[src/sv/rwct_pkg.sv]
`timescale 1ns / 1ps

package rwct_pkg;

    // Field widths fixed by the interface.
    localparam int COL_W     = 12;
    localparam int ROW_W     = 12;
    localparam int SIZE_W    = 11;
    localparam int TEXEL_W   = 10;
    localparam int DIST_W    = 24;
    localparam int DIR_W     = 16;
    localparam int POS_W     = 32;
    localparam int STEP_W    = SIZE_W + 16;
    localparam int CFG_IDX_W = 4;

    localparam int SCREEN_ROWS_DEFAULT = 512;

    localparam logic [DIST_W-1:0] MIN_DIST  = 24'd7;
    localparam logic [DIST_W-1:0] SLICE_MAX = 24'hFF_FFFF;
    localparam logic [SIZE_W-1:0] SIZE_MIN   = 11'd1;
    localparam logic [SIZE_W-1:0] SIZE_MAX   = 11'd1024;
    localparam logic [SIZE_W-1:0] SIZE_RESET = 11'd64;

    // Input item kinds.
    localparam logic MODE_LOAD = 1'b0;
    localparam logic MODE_ROW  = 1'b1;

    // Texture identifiers.
    localparam logic [1:0] TEX_NORTH = 2'd0;
    localparam logic [1:0] TEX_SOUTH = 2'd1;
    localparam logic [1:0] TEX_WEST  = 2'd2;
    localparam logic [1:0] TEX_EAST  = 2'd3;

    // Configuration register indexes.
    localparam logic [CFG_IDX_W-1:0] CFG_NORTH_WIDTH  = 4'd0;
    localparam logic [CFG_IDX_W-1:0] CFG_NORTH_HEIGHT = 4'd1;
    localparam logic [CFG_IDX_W-1:0] CFG_SOUTH_WIDTH  = 4'd2;
    localparam logic [CFG_IDX_W-1:0] CFG_SOUTH_HEIGHT = 4'd3;
    localparam logic [CFG_IDX_W-1:0] CFG_WEST_WIDTH   = 4'd4;
    localparam logic [CFG_IDX_W-1:0] CFG_WEST_HEIGHT  = 4'd5;
    localparam logic [CFG_IDX_W-1:0] CFG_EAST_WIDTH   = 4'd6;
    localparam logic [CFG_IDX_W-1:0] CFG_EAST_HEIGHT  = 4'd7;

    // Divider operand selection.
    localparam logic DIV_SEL_HEIGHT = 1'b0;
    localparam logic DIV_SEL_STEP   = 1'b1;

    typedef struct packed {
        logic capture_ray;
        logic emit_row;
        logic div_start;
        logic div_sel;
        logic save_h;
        logic save_step;
        logic commit;
    } rwct_cmd_t;

    typedef struct packed {
        logic div_done;
        logic rows_pending;
    } rwct_status_t;

    function automatic logic [SIZE_W-1:0] clamp_size(input logic [SIZE_W-1:0] v);
        logic [SIZE_W-1:0] r;
        begin
            if (v < SIZE_MIN)
            begin
                r = SIZE_MIN;
            end
            else if (v > SIZE_MAX)
            begin
                r = SIZE_MAX;
            end
            else
            begin
                r = v;
            end
            return r;
        end
    endfunction

    function automatic logic [SIZE_W-1:0] pick_size(
        input logic [1:0]        tid,
        input logic [SIZE_W-1:0] north,
        input logic [SIZE_W-1:0] south,
        input logic [SIZE_W-1:0] west,
        input logic [SIZE_W-1:0] east
    );
        logic [SIZE_W-1:0] r;
        begin
            case (tid)
                TEX_NORTH: r = north;
                TEX_SOUTH: r = south;
                TEX_WEST:  r = west;
                default:   r = east;
            endcase
            return r;
        end
    endfunction

endpackage

[src/sv/rwct_div.sv]
`timescale 1ns / 1ps

// Restoring divider, one quotient bit per cycle.
module rwct_div #(
    parameter int NUM_W = 27,
    parameter int DEN_W = 24
) (
    input  logic             clk,
    input  logic             rst_n,
    input  logic             start,
    input  logic [NUM_W-1:0] num,
    input  logic [DEN_W-1:0] den,
    output logic [NUM_W-1:0] quotient,
    output logic             done
);

    localparam int CNT_W = $clog2(NUM_W + 1);

    logic [NUM_W-1:0] quo_reg, quo_next;
    logic [DEN_W-1:0] rem_reg, rem_next;
    logic [DEN_W-1:0] den_reg, den_next;
    logic [CNT_W-1:0] cnt_reg, cnt_next;
    logic             done_reg, done_next;

    logic [DEN_W:0]   rem_sh;
    logic [DEN_W:0]   rem_sub;
    logic             fits;

    assign rem_sh  = {rem_reg, quo_reg[NUM_W-1]};
    assign fits    = rem_sh >= {1'b0, den_reg};
    assign rem_sub = rem_sh - {1'b0, den_reg};

    always_comb
    begin
        quo_next  = quo_reg;
        rem_next  = rem_reg;
        den_next  = den_reg;
        cnt_next  = cnt_reg;
        done_next = 1'b0;
        if (start)
        begin
            quo_next = num;
            rem_next = '0;
            den_next = den;
            cnt_next = CNT_W'(NUM_W);
        end
        else if (cnt_reg != '0)
        begin
            quo_next = {quo_reg[NUM_W-2:0], fits};
            rem_next = fits ? rem_sub[DEN_W-1:0] : rem_sh[DEN_W-1:0];
            cnt_next = cnt_reg - CNT_W'(1);
            done_next = (cnt_reg == CNT_W'(1));
        end
    end

    always_ff @(posedge clk or negedge rst_n)
    begin
        if (!rst_n)
        begin
            cnt_reg  <= '0;
            done_reg <= 1'b0;
        end
        else
        begin
            cnt_reg  <= cnt_next;
            done_reg <= done_next;
        end
    end

    always_ff @(posedge clk)
    begin
        quo_reg <= quo_next;
        rem_reg <= rem_next;
        den_reg <= den_next;
    end

    assign quotient = quo_reg;
    assign done     = done_reg;

endmodule

[src/sv/rwct_ctrl.sv]
`timescale 1ns / 1ps

// Sequencer for ray loads and row ticks; owns the handshakes.
module rwct_ctrl (
    input  logic                  clk,
    input  logic                  rst_n,
    input  logic                  in_valid,
    input  logic                  mode,
    input  logic                  out_ready,
    input  rwct_pkg::rwct_status_t status,
    output logic                  in_ready,
    output logic                  out_valid,
    output rwct_pkg::rwct_cmd_t    cmd
);

    localparam logic [2:0] S_IDLE   = 3'd0;
    localparam logic [2:0] S_LOAD   = 3'd1;
    localparam logic [2:0] S_DIV_H  = 3'd2;
    localparam logic [2:0] S_STEP   = 3'd3;
    localparam logic [2:0] S_DIV_S  = 3'd4;
    localparam logic [2:0] S_MUL    = 3'd5;
    localparam logic [2:0] S_COMMIT = 3'd6;

    logic [2:0] state_reg, state_next;
    logic       out_valid_reg, out_valid_next;
    logic       accept;

    assign in_ready = (state_reg == S_IDLE) && (!out_valid_reg || out_ready);
    assign accept   = in_valid && in_ready;

    always_comb
    begin
        state_next     = state_reg;
        out_valid_next = out_valid_reg && !out_ready;
        cmd            = '0;
        cmd.div_sel    = rwct_pkg::DIV_SEL_HEIGHT;
        case (state_reg)
            S_IDLE:
            begin
                if (accept)
                begin
                    if (mode == rwct_pkg::MODE_LOAD)
                    begin
                        cmd.capture_ray = 1'b1;
                        state_next      = S_LOAD;
                    end
                    else if (status.rows_pending)
                    begin
                        cmd.emit_row   = 1'b1;
                        out_valid_next = 1'b1;
                    end
                end
            end
            S_LOAD:
            begin
                cmd.div_start = 1'b1;
                state_next    = S_DIV_H;
            end
            S_DIV_H:
            begin
                if (status.div_done)
                begin
                    cmd.save_h = 1'b1;
                    state_next = S_STEP;
                end
            end
            S_STEP:
            begin
                cmd.div_start = 1'b1;
                cmd.div_sel   = rwct_pkg::DIV_SEL_STEP;
                state_next    = S_DIV_S;
            end
            S_DIV_S:
            begin
                cmd.div_sel = rwct_pkg::DIV_SEL_STEP;
                if (status.div_done)
                begin
                    cmd.save_step = 1'b1;
                    state_next    = S_MUL;
                end
            end
            S_MUL:
            begin
                state_next = S_COMMIT;
            end
            S_COMMIT:
            begin
                cmd.commit = 1'b1;
                state_next = S_IDLE;
            end
            default:
            begin
                state_next = S_IDLE;
            end
        endcase
    end

    always_ff @(posedge clk or negedge rst_n)
    begin
        if (!rst_n)
        begin
            state_reg     <= S_IDLE;
            out_valid_reg <= 1'b0;
        end
        else
        begin
            state_reg     <= state_next;
            out_valid_reg <= out_valid_next;
        end
    end

    assign out_valid = out_valid_reg;

endmodule

[src/sv/rwct_datapath.sv]
`timescale 1ns / 1ps

// Texture size registers, ray arithmetic, column state and the output register.
module rwct_datapath #(
    parameter int SCREEN_ROWS = rwct_pkg::SCREEN_ROWS_DEFAULT
) (
    input  logic                            clk,
    input  logic                            rst_n,
    input  rwct_pkg::rwct_cmd_t             cmd,
    output rwct_pkg::rwct_status_t          status,
    input  logic                            cfg_we,
    input  logic [rwct_pkg::CFG_IDX_W-1:0]  cfg_index,
    input  logic [rwct_pkg::SIZE_W-1:0]     cfg_data,
    input  logic [rwct_pkg::COL_W-1:0]      column,
    input  logic [rwct_pkg::DIST_W-1:0]     perp_distance,
    input  logic                            hit_vertical_side,
    input  logic                            step_x_negative,
    input  logic                            step_y_negative,
    input  logic signed [rwct_pkg::DIR_W-1:0] dir_x,
    input  logic signed [rwct_pkg::DIR_W-1:0] dir_y,
    input  logic [rwct_pkg::DIST_W-1:0]     player_x,
    input  logic [rwct_pkg::DIST_W-1:0]     player_y,
    output logic [rwct_pkg::COL_W-1:0]      out_column,
    output logic [rwct_pkg::ROW_W-1:0]      screen_row,
    output logic [1:0]                      texture_id,
    output logic [rwct_pkg::TEXEL_W-1:0]    texel_x,
    output logic [rwct_pkg::TEXEL_W-1:0]    texel_y,
    output logic                            last_row
);

    localparam int ROW_BITS   = $clog2(SCREEN_ROWS + 1);
    localparam int H_NUM_W    = ROW_BITS + 16;
    localparam int DIV_NUM_W  = (H_NUM_W > rwct_pkg::STEP_W) ? H_NUM_W : rwct_pkg::STEP_W;
    localparam int HALF_ROWS  = SCREEN_ROWS / 2;
    localparam int END_GAP    = SCREEN_ROWS - 1 - HALF_ROWS;
    localparam int NUMV_W     = rwct_pkg::DIST_W + 3;
    localparam int SIZE_W     = rwct_pkg::SIZE_W;
    localparam int DIST_W     = rwct_pkg::DIST_W;
    localparam int ROW_W      = rwct_pkg::ROW_W;
    localparam int STEP_W     = rwct_pkg::STEP_W;
    localparam int POS_W      = rwct_pkg::POS_W;

    // Texture size registers.
    logic [SIZE_W-1:0] north_width_reg, north_height_reg;
    logic [SIZE_W-1:0] south_width_reg, south_height_reg;
    logic [SIZE_W-1:0] west_width_reg,  west_height_reg;
    logic [SIZE_W-1:0] east_width_reg,  east_height_reg;

    always_ff @(posedge clk or negedge rst_n)
    begin
        if (!rst_n)
        begin
            north_width_reg  <= rwct_pkg::SIZE_RESET;
            north_height_reg <= rwct_pkg::SIZE_RESET;
            south_width_reg  <= rwct_pkg::SIZE_RESET;
            south_height_reg <= rwct_pkg::SIZE_RESET;
            west_width_reg   <= rwct_pkg::SIZE_RESET;
            west_height_reg  <= rwct_pkg::SIZE_RESET;
            east_width_reg   <= rwct_pkg::SIZE_RESET;
            east_height_reg  <= rwct_pkg::SIZE_RESET;
        end
        else if (cfg_we)
        begin
            case (cfg_index)
                rwct_pkg::CFG_NORTH_WIDTH:  north_width_reg  <= cfg_data;
                rwct_pkg::CFG_NORTH_HEIGHT: north_height_reg <= cfg_data;
                rwct_pkg::CFG_SOUTH_WIDTH:  south_width_reg  <= cfg_data;
                rwct_pkg::CFG_SOUTH_HEIGHT: south_height_reg <= cfg_data;
                rwct_pkg::CFG_WEST_WIDTH:   west_width_reg   <= cfg_data;
                rwct_pkg::CFG_WEST_HEIGHT:  west_height_reg  <= cfg_data;
                rwct_pkg::CFG_EAST_WIDTH:   east_width_reg   <= cfg_data;
                rwct_pkg::CFG_EAST_HEIGHT:  east_height_reg  <= cfg_data;
                default:
                begin
                end
            endcase
        end
    end

    // Captured ray.
    logic [rwct_pkg::COL_W-1:0]        col_in_reg;
    logic [DIST_W-1:0]                 raw_reg;
    logic                              side_reg, sxn_reg, syn_reg;
    logic signed [rwct_pkg::DIR_W-1:0] dx_reg, dy_reg;
    logic [DIST_W-1:0]                 px_reg, py_reg;

    always_ff @(posedge clk)
    begin
        if (cmd.capture_ray)
        begin
            col_in_reg <= column;
            raw_reg    <= perp_distance;
            side_reg   <= hit_vertical_side;
            sxn_reg    <= step_x_negative;
            syn_reg    <= step_y_negative;
            dx_reg     <= dir_x;
            dy_reg     <= dir_y;
            px_reg     <= player_x;
            py_reg     <= player_y;
        end
    end

    logic [1:0]        tid;
    logic [SIZE_W-1:0] w_load, ht_load;

    always_comb
    begin
        if (side_reg)
        begin
            tid = syn_reg ? rwct_pkg::TEX_NORTH : rwct_pkg::TEX_SOUTH;
        end
        else
        begin
            tid = sxn_reg ? rwct_pkg::TEX_WEST : rwct_pkg::TEX_EAST;
        end
    end

    assign w_load  = rwct_pkg::clamp_size(rwct_pkg::pick_size(tid,
                         north_width_reg, south_width_reg, west_width_reg, east_width_reg));
    assign ht_load = rwct_pkg::clamp_size(rwct_pkg::pick_size(tid,
                         north_height_reg, south_height_reg, west_height_reg, east_height_reg));

    // Wall hit fraction: three free-running stages fed from the captured ray.
    logic signed [rwct_pkg::DIR_W-1:0] dir_sel;
    logic [DIST_W-1:0]                 pos_sel;
    logic signed [DIST_W+rwct_pkg::DIR_W:0] hit_mul_reg;
    logic [29:0]                       hit_sum;
    logic [15:0]                       frac_reg;
    logic [SIZE_W+15:0]                frac_w_reg;
    logic [SIZE_W-1:0]                 tx, tx_mirror;
    logic                              mirror;

    assign dir_sel = side_reg ? dx_reg : dy_reg;
    assign pos_sel = side_reg ? px_reg : py_reg;
    assign hit_sum = hit_mul_reg[29:0] + {pos_sel[15:0], 14'b0};

    always_ff @(posedge clk)
    begin
        hit_mul_reg <= $signed({1'b0, raw_reg}) * dir_sel;
        frac_reg    <= hit_sum[29:14];
        frac_w_reg  <= frac_reg * w_load;
    end

    assign tx        = frac_w_reg[SIZE_W+15:16];
    assign tx_mirror = w_load - tx - SIZE_W'(1);
    assign mirror    = (!side_reg && !dx_reg[rwct_pkg::DIR_W-1] && (dx_reg != '0))
                    || (side_reg && dy_reg[rwct_pkg::DIR_W-1]);

    // Shared divider for slice height and texel step.
    logic [DIV_NUM_W-1:0] div_num, div_q;
    logic [DIST_W-1:0]    div_den, dist_clamped;
    logic                 div_done;
    logic [DIST_W-1:0]    h_reg;
    logic [STEP_W-1:0]    step_reg;

    assign dist_clamped = (raw_reg < rwct_pkg::MIN_DIST) ? rwct_pkg::MIN_DIST : raw_reg;

    always_comb
    begin
        if (cmd.div_sel == rwct_pkg::DIV_SEL_STEP)
        begin
            div_num = DIV_NUM_W'({ht_load, 16'b0});
            div_den = h_reg;
        end
        else
        begin
            div_num = DIV_NUM_W'(SCREEN_ROWS) << 16;
            div_den = dist_clamped;
        end
    end

    rwct_div #(
        .NUM_W (DIV_NUM_W),
        .DEN_W (DIST_W)
    ) u_div (
        .clk      (clk),
        .rst_n    (rst_n),
        .start    (cmd.div_start),
        .num      (div_num),
        .den      (div_den),
        .quotient (div_q),
        .done     (div_done)
    );

    always_ff @(posedge clk)
    begin
        if (cmd.save_h)
        begin
            h_reg <= (div_q > DIV_NUM_W'(rwct_pkg::SLICE_MAX)) ? rwct_pkg::SLICE_MAX
                                                               : div_q[DIST_W-1:0];
        end
        if (cmd.save_step)
        begin
            step_reg <= (h_reg == '0) ? '0 : div_q[STEP_W-1:0];
        end
    end

    // Slice limits and starting texel position.
    logic [DIST_W-2:0]        h_half;
    logic [ROW_W-1:0]         start_row, stop_row;
    logic signed [NUMV_W-1:0] pos_num;
    logic signed [NUMV_W+STEP_W:0] pos_prod_reg;

    assign h_half    = h_reg[DIST_W-1:1];
    assign start_row = (h_half >= (DIST_W-1)'(HALF_ROWS)) ? '0
                     : ROW_W'((DIST_W-1)'(HALF_ROWS) - h_half);
    assign stop_row  = (h_half >= (DIST_W-1)'(END_GAP)) ? ROW_W'(SCREEN_ROWS - 1)
                     : ROW_W'((DIST_W-1)'(HALF_ROWS) + h_half);
    assign pos_num   = $signed({{(NUMV_W-ROW_W-1){1'b0}}, start_row, 1'b0})
                     - $signed(NUMV_W'(SCREEN_ROWS))
                     + $signed({{(NUMV_W-DIST_W){1'b0}}, h_reg});

    always_ff @(posedge clk)
    begin
        pos_prod_reg <= pos_num * $signed({1'b0, step_reg});
    end

    // Column state.
    logic [rwct_pkg::COL_W-1:0]   active_column_reg;
    logic [1:0]                   current_texture_reg;
    logic [rwct_pkg::TEXEL_W-1:0] texture_column_reg;
    logic [ROW_W-1:0]             next_row_reg, end_row_reg;
    logic [POS_W-1:0]             texel_position_reg, texel_step_reg;

    always_ff @(posedge clk or negedge rst_n)
    begin
        if (!rst_n)
        begin
            active_column_reg   <= '0;
            current_texture_reg <= '0;
            texture_column_reg  <= '0;
            next_row_reg        <= '0;
            end_row_reg         <= '0;
            texel_position_reg  <= '0;
            texel_step_reg      <= '0;
        end
        else if (cmd.commit)
        begin
            active_column_reg   <= col_in_reg;
            current_texture_reg <= tid;
            texture_column_reg  <= mirror ? tx_mirror[rwct_pkg::TEXEL_W-1:0]
                                          : tx[rwct_pkg::TEXEL_W-1:0];
            next_row_reg        <= start_row;
            end_row_reg         <= stop_row;
            texel_position_reg  <= pos_prod_reg[POS_W:1];
            texel_step_reg      <= POS_W'(step_reg);
        end
        else if (cmd.emit_row)
        begin
            texel_position_reg <= texel_position_reg + texel_step_reg;
            next_row_reg       <= next_row_reg + ROW_W'(1);
        end
    end

    // Texel row, clamped against the live height of the current texture.
    logic [SIZE_W-1:0] ht_live, ty;
    logic [15:0]       ty_raw;

    assign ht_live = rwct_pkg::clamp_size(rwct_pkg::pick_size(current_texture_reg,
                         north_height_reg, south_height_reg, west_height_reg, east_height_reg));
    assign ty_raw  = texel_position_reg[POS_W-1] ? 16'd0 : texel_position_reg[POS_W-1:16];
    assign ty      = (ty_raw >= 16'(ht_live)) ? ht_live - SIZE_W'(1) : ty_raw[SIZE_W-1:0];

    // Output register.
    always_ff @(posedge clk)
    begin
        if (cmd.emit_row)
        begin
            out_column <= active_column_reg;
            screen_row <= next_row_reg;
            texture_id <= current_texture_reg;
            texel_x    <= texture_column_reg;
            texel_y    <= ty[rwct_pkg::TEXEL_W-1:0];
            last_row   <= (next_row_reg + ROW_W'(1)) == end_row_reg;
        end
    end

    assign status.div_done     = div_done;
    assign status.rows_pending = next_row_reg < end_row_reg;

endmodule

[src/sv/raycast_wall_column_texturer.sv]
`timescale 1ns / 1ps

// Textured wall column stepper for a grid raycaster. A mode 0 item loads one ray hit for a
// screen column; the block then works out the slice height, the first and last rows, the wall
// texture, the mirrored texture column and the per-row texture step. Each mode 1 item that
// follows gives one pixel request and advances the texture position; once the column's rows are
// used up a mode 1 item gives nothing. Row ticks are taken every cycle while results are drained.
// No item is taken while a ray load runs. The shared one-bit-per-cycle divider, whose quotient
// is max(clog2(SCREEN_ROWS+1) + 16, 27) bits wide (27 at the default of 512 rows), makes one
// pass for the slice height and then one for the texture step.
// Texture sizes may be written only while no ray load is under way.
module raycast_wall_column_texturer #(
    parameter int SCREEN_ROWS = rwct_pkg::SCREEN_ROWS_DEFAULT
) (
    input  logic                              clk,
    input  logic                              rst_n,
    // Configuration write port.
    input  logic                              cfg_we,
    input  logic [rwct_pkg::CFG_IDX_W-1:0]    cfg_index,
    input  logic [rwct_pkg::SIZE_W-1:0]       cfg_data,
    // Input items.
    input  logic                              in_valid,
    output logic                              in_ready,
    input  logic                              mode,
    input  logic [rwct_pkg::COL_W-1:0]        column,
    input  logic [rwct_pkg::DIST_W-1:0]       perp_distance,
    input  logic                              hit_vertical_side,
    input  logic                              step_x_negative,
    input  logic                              step_y_negative,
    input  logic signed [rwct_pkg::DIR_W-1:0] dir_x,
    input  logic signed [rwct_pkg::DIR_W-1:0] dir_y,
    input  logic [rwct_pkg::DIST_W-1:0]       player_x,
    input  logic [rwct_pkg::DIST_W-1:0]       player_y,
    // Result items.
    output logic                              out_valid,
    input  logic                              out_ready,
    output logic [rwct_pkg::COL_W-1:0]        out_column,
    output logic [rwct_pkg::ROW_W-1:0]        screen_row,
    output logic [1:0]                        texture_id,
    output logic [rwct_pkg::TEXEL_W-1:0]      texel_x,
    output logic [rwct_pkg::TEXEL_W-1:0]      texel_y,
    output logic                              last_row
);

    rwct_pkg::rwct_cmd_t    cmd;
    rwct_pkg::rwct_status_t status;

    // The controller sequences the load and owns both handshakes; a pixel that waits in
    // the datapath's output register lets a new tick in only as the receiver takes it.
    rwct_ctrl u_ctrl (
        .clk       (clk),
        .rst_n     (rst_n),
        .in_valid  (in_valid),
        .mode      (mode),
        .out_ready (out_ready),
        .status    (status),
        .in_ready  (in_ready),
        .out_valid (out_valid),
        .cmd       (cmd)
    );

    // The datapath holds texture sizes, the captured ray, the divider, the
    // multipliers and the column state that row ticks step through.
    rwct_datapath #(
        .SCREEN_ROWS (SCREEN_ROWS)
    ) u_datapath (
        .clk               (clk),
        .rst_n             (rst_n),
        .cmd               (cmd),
        .status            (status),
        .cfg_we            (cfg_we),
        .cfg_index         (cfg_index),
        .cfg_data          (cfg_data),
        .column            (column),
        .perp_distance     (perp_distance),
        .hit_vertical_side (hit_vertical_side),
        .step_x_negative   (step_x_negative),
        .step_y_negative   (step_y_negative),
        .dir_x             (dir_x),
        .dir_y             (dir_y),
        .player_x          (player_x),
        .player_y          (player_y),
        .out_column        (out_column),
        .screen_row        (screen_row),
        .texture_id        (texture_id),
        .texel_x           (texel_x),
        .texel_y           (texel_y),
        .last_row          (last_row)
    );

    // A ray load holds off further items while its arithmetic runs.
    assert property (@(posedge clk) disable iff (!rst_n)
        (in_valid && in_ready && (mode == rwct_pkg::MODE_LOAD)) |=> !in_ready)
        else $error("input taken straight after a ray load");

    // A row tick with rows left must leave a pixel in the output register.
    assert property (@(posedge clk) disable iff (!rst_n)
        (in_valid && in_ready && (mode == rwct_pkg::MODE_ROW) && status.rows_pending)
        |=> out_valid)
        else $error("row tick with rows pending produced no pixel");

    // The divider only finishes while a load is in progress.
    assert property (@(posedge clk) disable iff (!rst_n)
        status.div_done |-> !in_ready)
        else $error("divider finished while the block was taking items");

endmodule

[config.mk]
export PLATFORM = sky130hd
export DESIGN_NAME = raycast_wall_column_texturer
export DESIGN_NICKNAME = d
export VERILOG_FILES = /design/src/sv/rwct_pkg.sv /design/src/sv/rwct_div.sv /design/src/sv/rwct_ctrl.sv /design/src/sv/rwct_datapath.sv /design/src/sv/raycast_wall_column_texturer.sv
export SDC_FILE = /design/constraint.sdc
export NUM_CORES = 2
export LEC_CHECK = 0
export ABC_AREA = 1
export BUFFER_PORTS_ARGS = -buffer_cell sky130_fd_sc_hd__buf_2
export CORE_MARGIN = 5
export CORE_UTILIZATION = 50
export CTS_BUF_LIST = sky130_fd_sc_hd__clkbuf_4 sky130_fd_sc_hd__clkbuf_8
export CTS_CLUSTER_SIZE = 30
export DETAILED_ROUTE_END_ITERATION = 10
export HOLD_SLACK_MARGIN = 0.08
export PLACE_DENSITY = 0.66
export REMOVE_ABC_BUFFERS = 1
export SYNTH_ARGS = -nofsm -noshare
export SYNTH_HDL_FRONTEND = slang
export SYNTH_SLANG_ARGS = --single-unit
[constraint.sdc]
create_clock -name clk -period 27.6 [get_ports clk]
set_input_delay 5.52 -clock clk [delete_from_list [all_inputs] [get_ports clk]]
set_output_delay 5.52 -clock clk [all_outputs]
set_load 0.05 [all_outputs]
==> metrics.md <==
| Metric | Value |
|---|---|
| Status | finished clean |
| DP Cell Count | about 8.4k |
| Max clock buf depth | 3 |
| CTS tree | built |
| Sequential share of the synthesized area | 25.3% |
| Rows | 125 |
| Post-CTS setup buffers | 0 |
| Final ANT Viol Nets | 0 |
| Clk slew on worst S/H paths | 0.06 ns |
| Nets | between 8k and 9k |
| Post-CTS Resized | 0 |
| CTS buffer count | 98 |
| Tmin final | 11.55 ns |
| Period utilization | 41.9% |
| Initial DRC Count | 3553 |
| EDFF count, synth | between 200 and 300 |
| Chip height | roughly 350 um |
| Total Neg Setup Slack | 0 ns |
| Remaining Overflow, GRT | 0 |
| Layout overhead on the synthesized area | 7.99% |
| Clk_skew | ~0.056 ns |
| Crit end category | output pin |
| Worst rel slew slack | 16.9% |
| Most common cell after layout, fill and taps aside | nand2_1 |
| Fraction of layout cells with a size suffix above 1 | 7.50% |
| Async S/R FF share, synth | around 37% |
| Hold violation count in the final report | 0 |
| Yosys cell types | 66 |
| Post-Syn Area | 58000 um2 |
| Total track usage | between 20% and 30% |
| Worst EP required | approximately 22 ns |
| H-tree depth | 3 |
| #FFs+latches synth | 555 |
| Worst-Skew Late Latency | 0.83 ns |
| Synth Area in Simple Gates | 17.6% |
| Routed via count | roughly 45k |
| Adder-cell share of the synthesized area | 36.4% |
| Number of global-route vias before repair | 47.4k |
| Ys Warns | 0 |
| Most used DFF post-synth | edfxtp_1 |
| Slowest CP cell | buf_2 |
| Crit start category | input port |
| Antenna violations before repair | 7 |
| Worst-Margin Slew | ~1.2 ns |
| Largest net degree at the start of global routing | between 80 and 90 |
| Synth Area in Compound Gates | roughly 7.1% |
| Vias/cell | 5.30 |
| CTS root buf | clkbuf_8 |
| Fmax | slightly below 90 MHz |
| Die X | 351 um |
| Finished Layout Cells | approximately 8.6k |
| Synth Area in XOR/XNOR | 2.49% |
| Clock Sink Count | 555 |
| Maximum Capacitance Violations | 0 |
| RD Place Congestion | 0.950 |
| Main combinational cell family by area after synthesis | adder cells |
| Final setup fails | 0 |
| Number of filler cells placed in the layout | around 11k |
| Final Max Tran Viols | 0 |
| Die area | 123000 um2 |
| Pre-antenna DRT Iters | 7 |
| Crit path max fanout | 2 |
| Hold Path Class | reg2reg |
| DRC viols | 0 |
| Crit-path max cell delay | 0.28 ns |
| Hold Buf Count CTS | 0 |
| First-pass GRT wire length | 255 mm |
| Critical-path cell list | buf_2 > nor2_1 > nor2_1 > buf_2 |
| Core Box Area | 116000 um2 |
| Wire per inst | 18.5 um |
| Most frequent cells in the layout | nand2_1 (1557), inv_1 (1443), fa_1 (803) |
| CP arrival | 6.03 ns |
| Syn_area_per_cell | 8.45 um2 |
| # IOs | roughly 190 |
| Number of port buffers | 172 |
| RSZ-0062 raised after global routing | false |
| Critical path type | in2out |
| Drt total wl | 159 mm |
| Post-synthesis mux area share | 0% |
| Mapped Cells | 6862 |
| HPWL after DPL | 123 mm |
| Initial Util | 50.1% |
per-layer routing:
metal | vias up | GRT usage, % | wire length [um]
met2 | 1709 | 44.5 | 75500
met1 | 22100 | 33.4 | 62600
li1 | 21200 | - | -
met5 | - | 0 | 20
met4 | 4 | 12.3 | 8320
met3 | 422 | 5.04 | 12200
worst max-delay path: cells and delay by family:
family	cells	cell delay [ns]
buffers and inverters	2	0.36
and+or+nand+nor	2	0.15
layout make-up:
type | count | area, um2 | share of cell area (%)
Multi-Input combinational cell | 4612 | 37000 | 59.0
Timing Repair Buffer | 238 | 1370 | 2.18
Tap cell | 1524 | 1910 | 3.04
Antenna cell | 4 | 10.0 | 0.0160
Clock inverter | 36 | 402 | 0.641
Clock buffer | 149 | 1810 | 2.89
Inverter | 1468 | 5520 | 8.81
Sequential cell | 555 | 14700 | 23.4
synthesized netlist by cell type (all sizes together) (7+ instances only):
library cell / number / area share [%]
o21bai: 9 / 0.12
nor4: 15 / 0.16
a21o: 13 / 0.17
o21ai: 337 / 2.9
dfstp: 8 / 0.36
a31oi: 20 / 0.22
nand2: 1595 / 11
fa: 803 / 28
a22o: 7 / 0.11
nand4: 54 / 0.59
clkinv: 13 / 0.093
o31ai: 10 / 0.15
dfxtp: 98 / 3.4
edfxtp: 252 / 13
o22ai: 30 / 0.32
ha: 404 / 8.7
nand3b: 7 / 0.097
buf: 29 / 0.29
o21a: 10 / 0.13
a21oi: 226 / 2.0
clkbuf: 198 / 1.3
inv: 1455 / 9.4
nor2: 618 / 4.1
a211oi: 13 / 0.17
o211ai: 24 / 0.31
dfrtp: 197 / 8.5
xnor2: 53 / 0.80
xor2: 111 / 1.7
nand3: 171 / 1.6
nor3: 30 / 0.28
through the flow:
step	hold slack [ns]	cell area, um2	setup slack (ns)	util (%)
after global placement	0.430	60400	16.04	52.2
after global routing	0.450	62600	15.68	54.1
after CTS	0.433	62600	16.04	54.1
after detailed placement	0.433	60400	16.04	52.2
after floorplan	0.420	57100	15.84	-
final	0.442	62600	16.05	54.1
cells by family (layout without fill, tap and decap cells):
family,Yosys count,after routing
other cells,1,5
fa+ha+maj,1207,1207
compound gates,737,737
flops,555,555
simple gates,2503,2503
buf+inv,1695,1891
xor+xnor,164,164
worst paths after layout:
path                            cells after the start  slack [ns]                           endpoint                        start
worst max-delay path                                4       16.05                           in_ready                    out_ready
worst min-delay path                                2        0.44  u_datapath.texel_position_reg[12]  u_datapath.pos_prod_reg[13]
worst max register to register                     45       16.52        u_datapath.pos_prod_reg[32]          u_datapath.h_reg[1]
worst min register to register                      2        0.44  u_datapath.texel_position_reg[12]  u_datapath.pos_prod_reg[13]
max in group asynchronous                           3       20.68   u_datapath.texel_position_reg[2]                        rst_n
min in group asynchronous                           1        4.71                   u_ctrl.out_valid                        rst_n
Power is left out: the tool's default activity adds up to more than one toggle a clock period on the data nets, which glitch-free logic cannot reach.
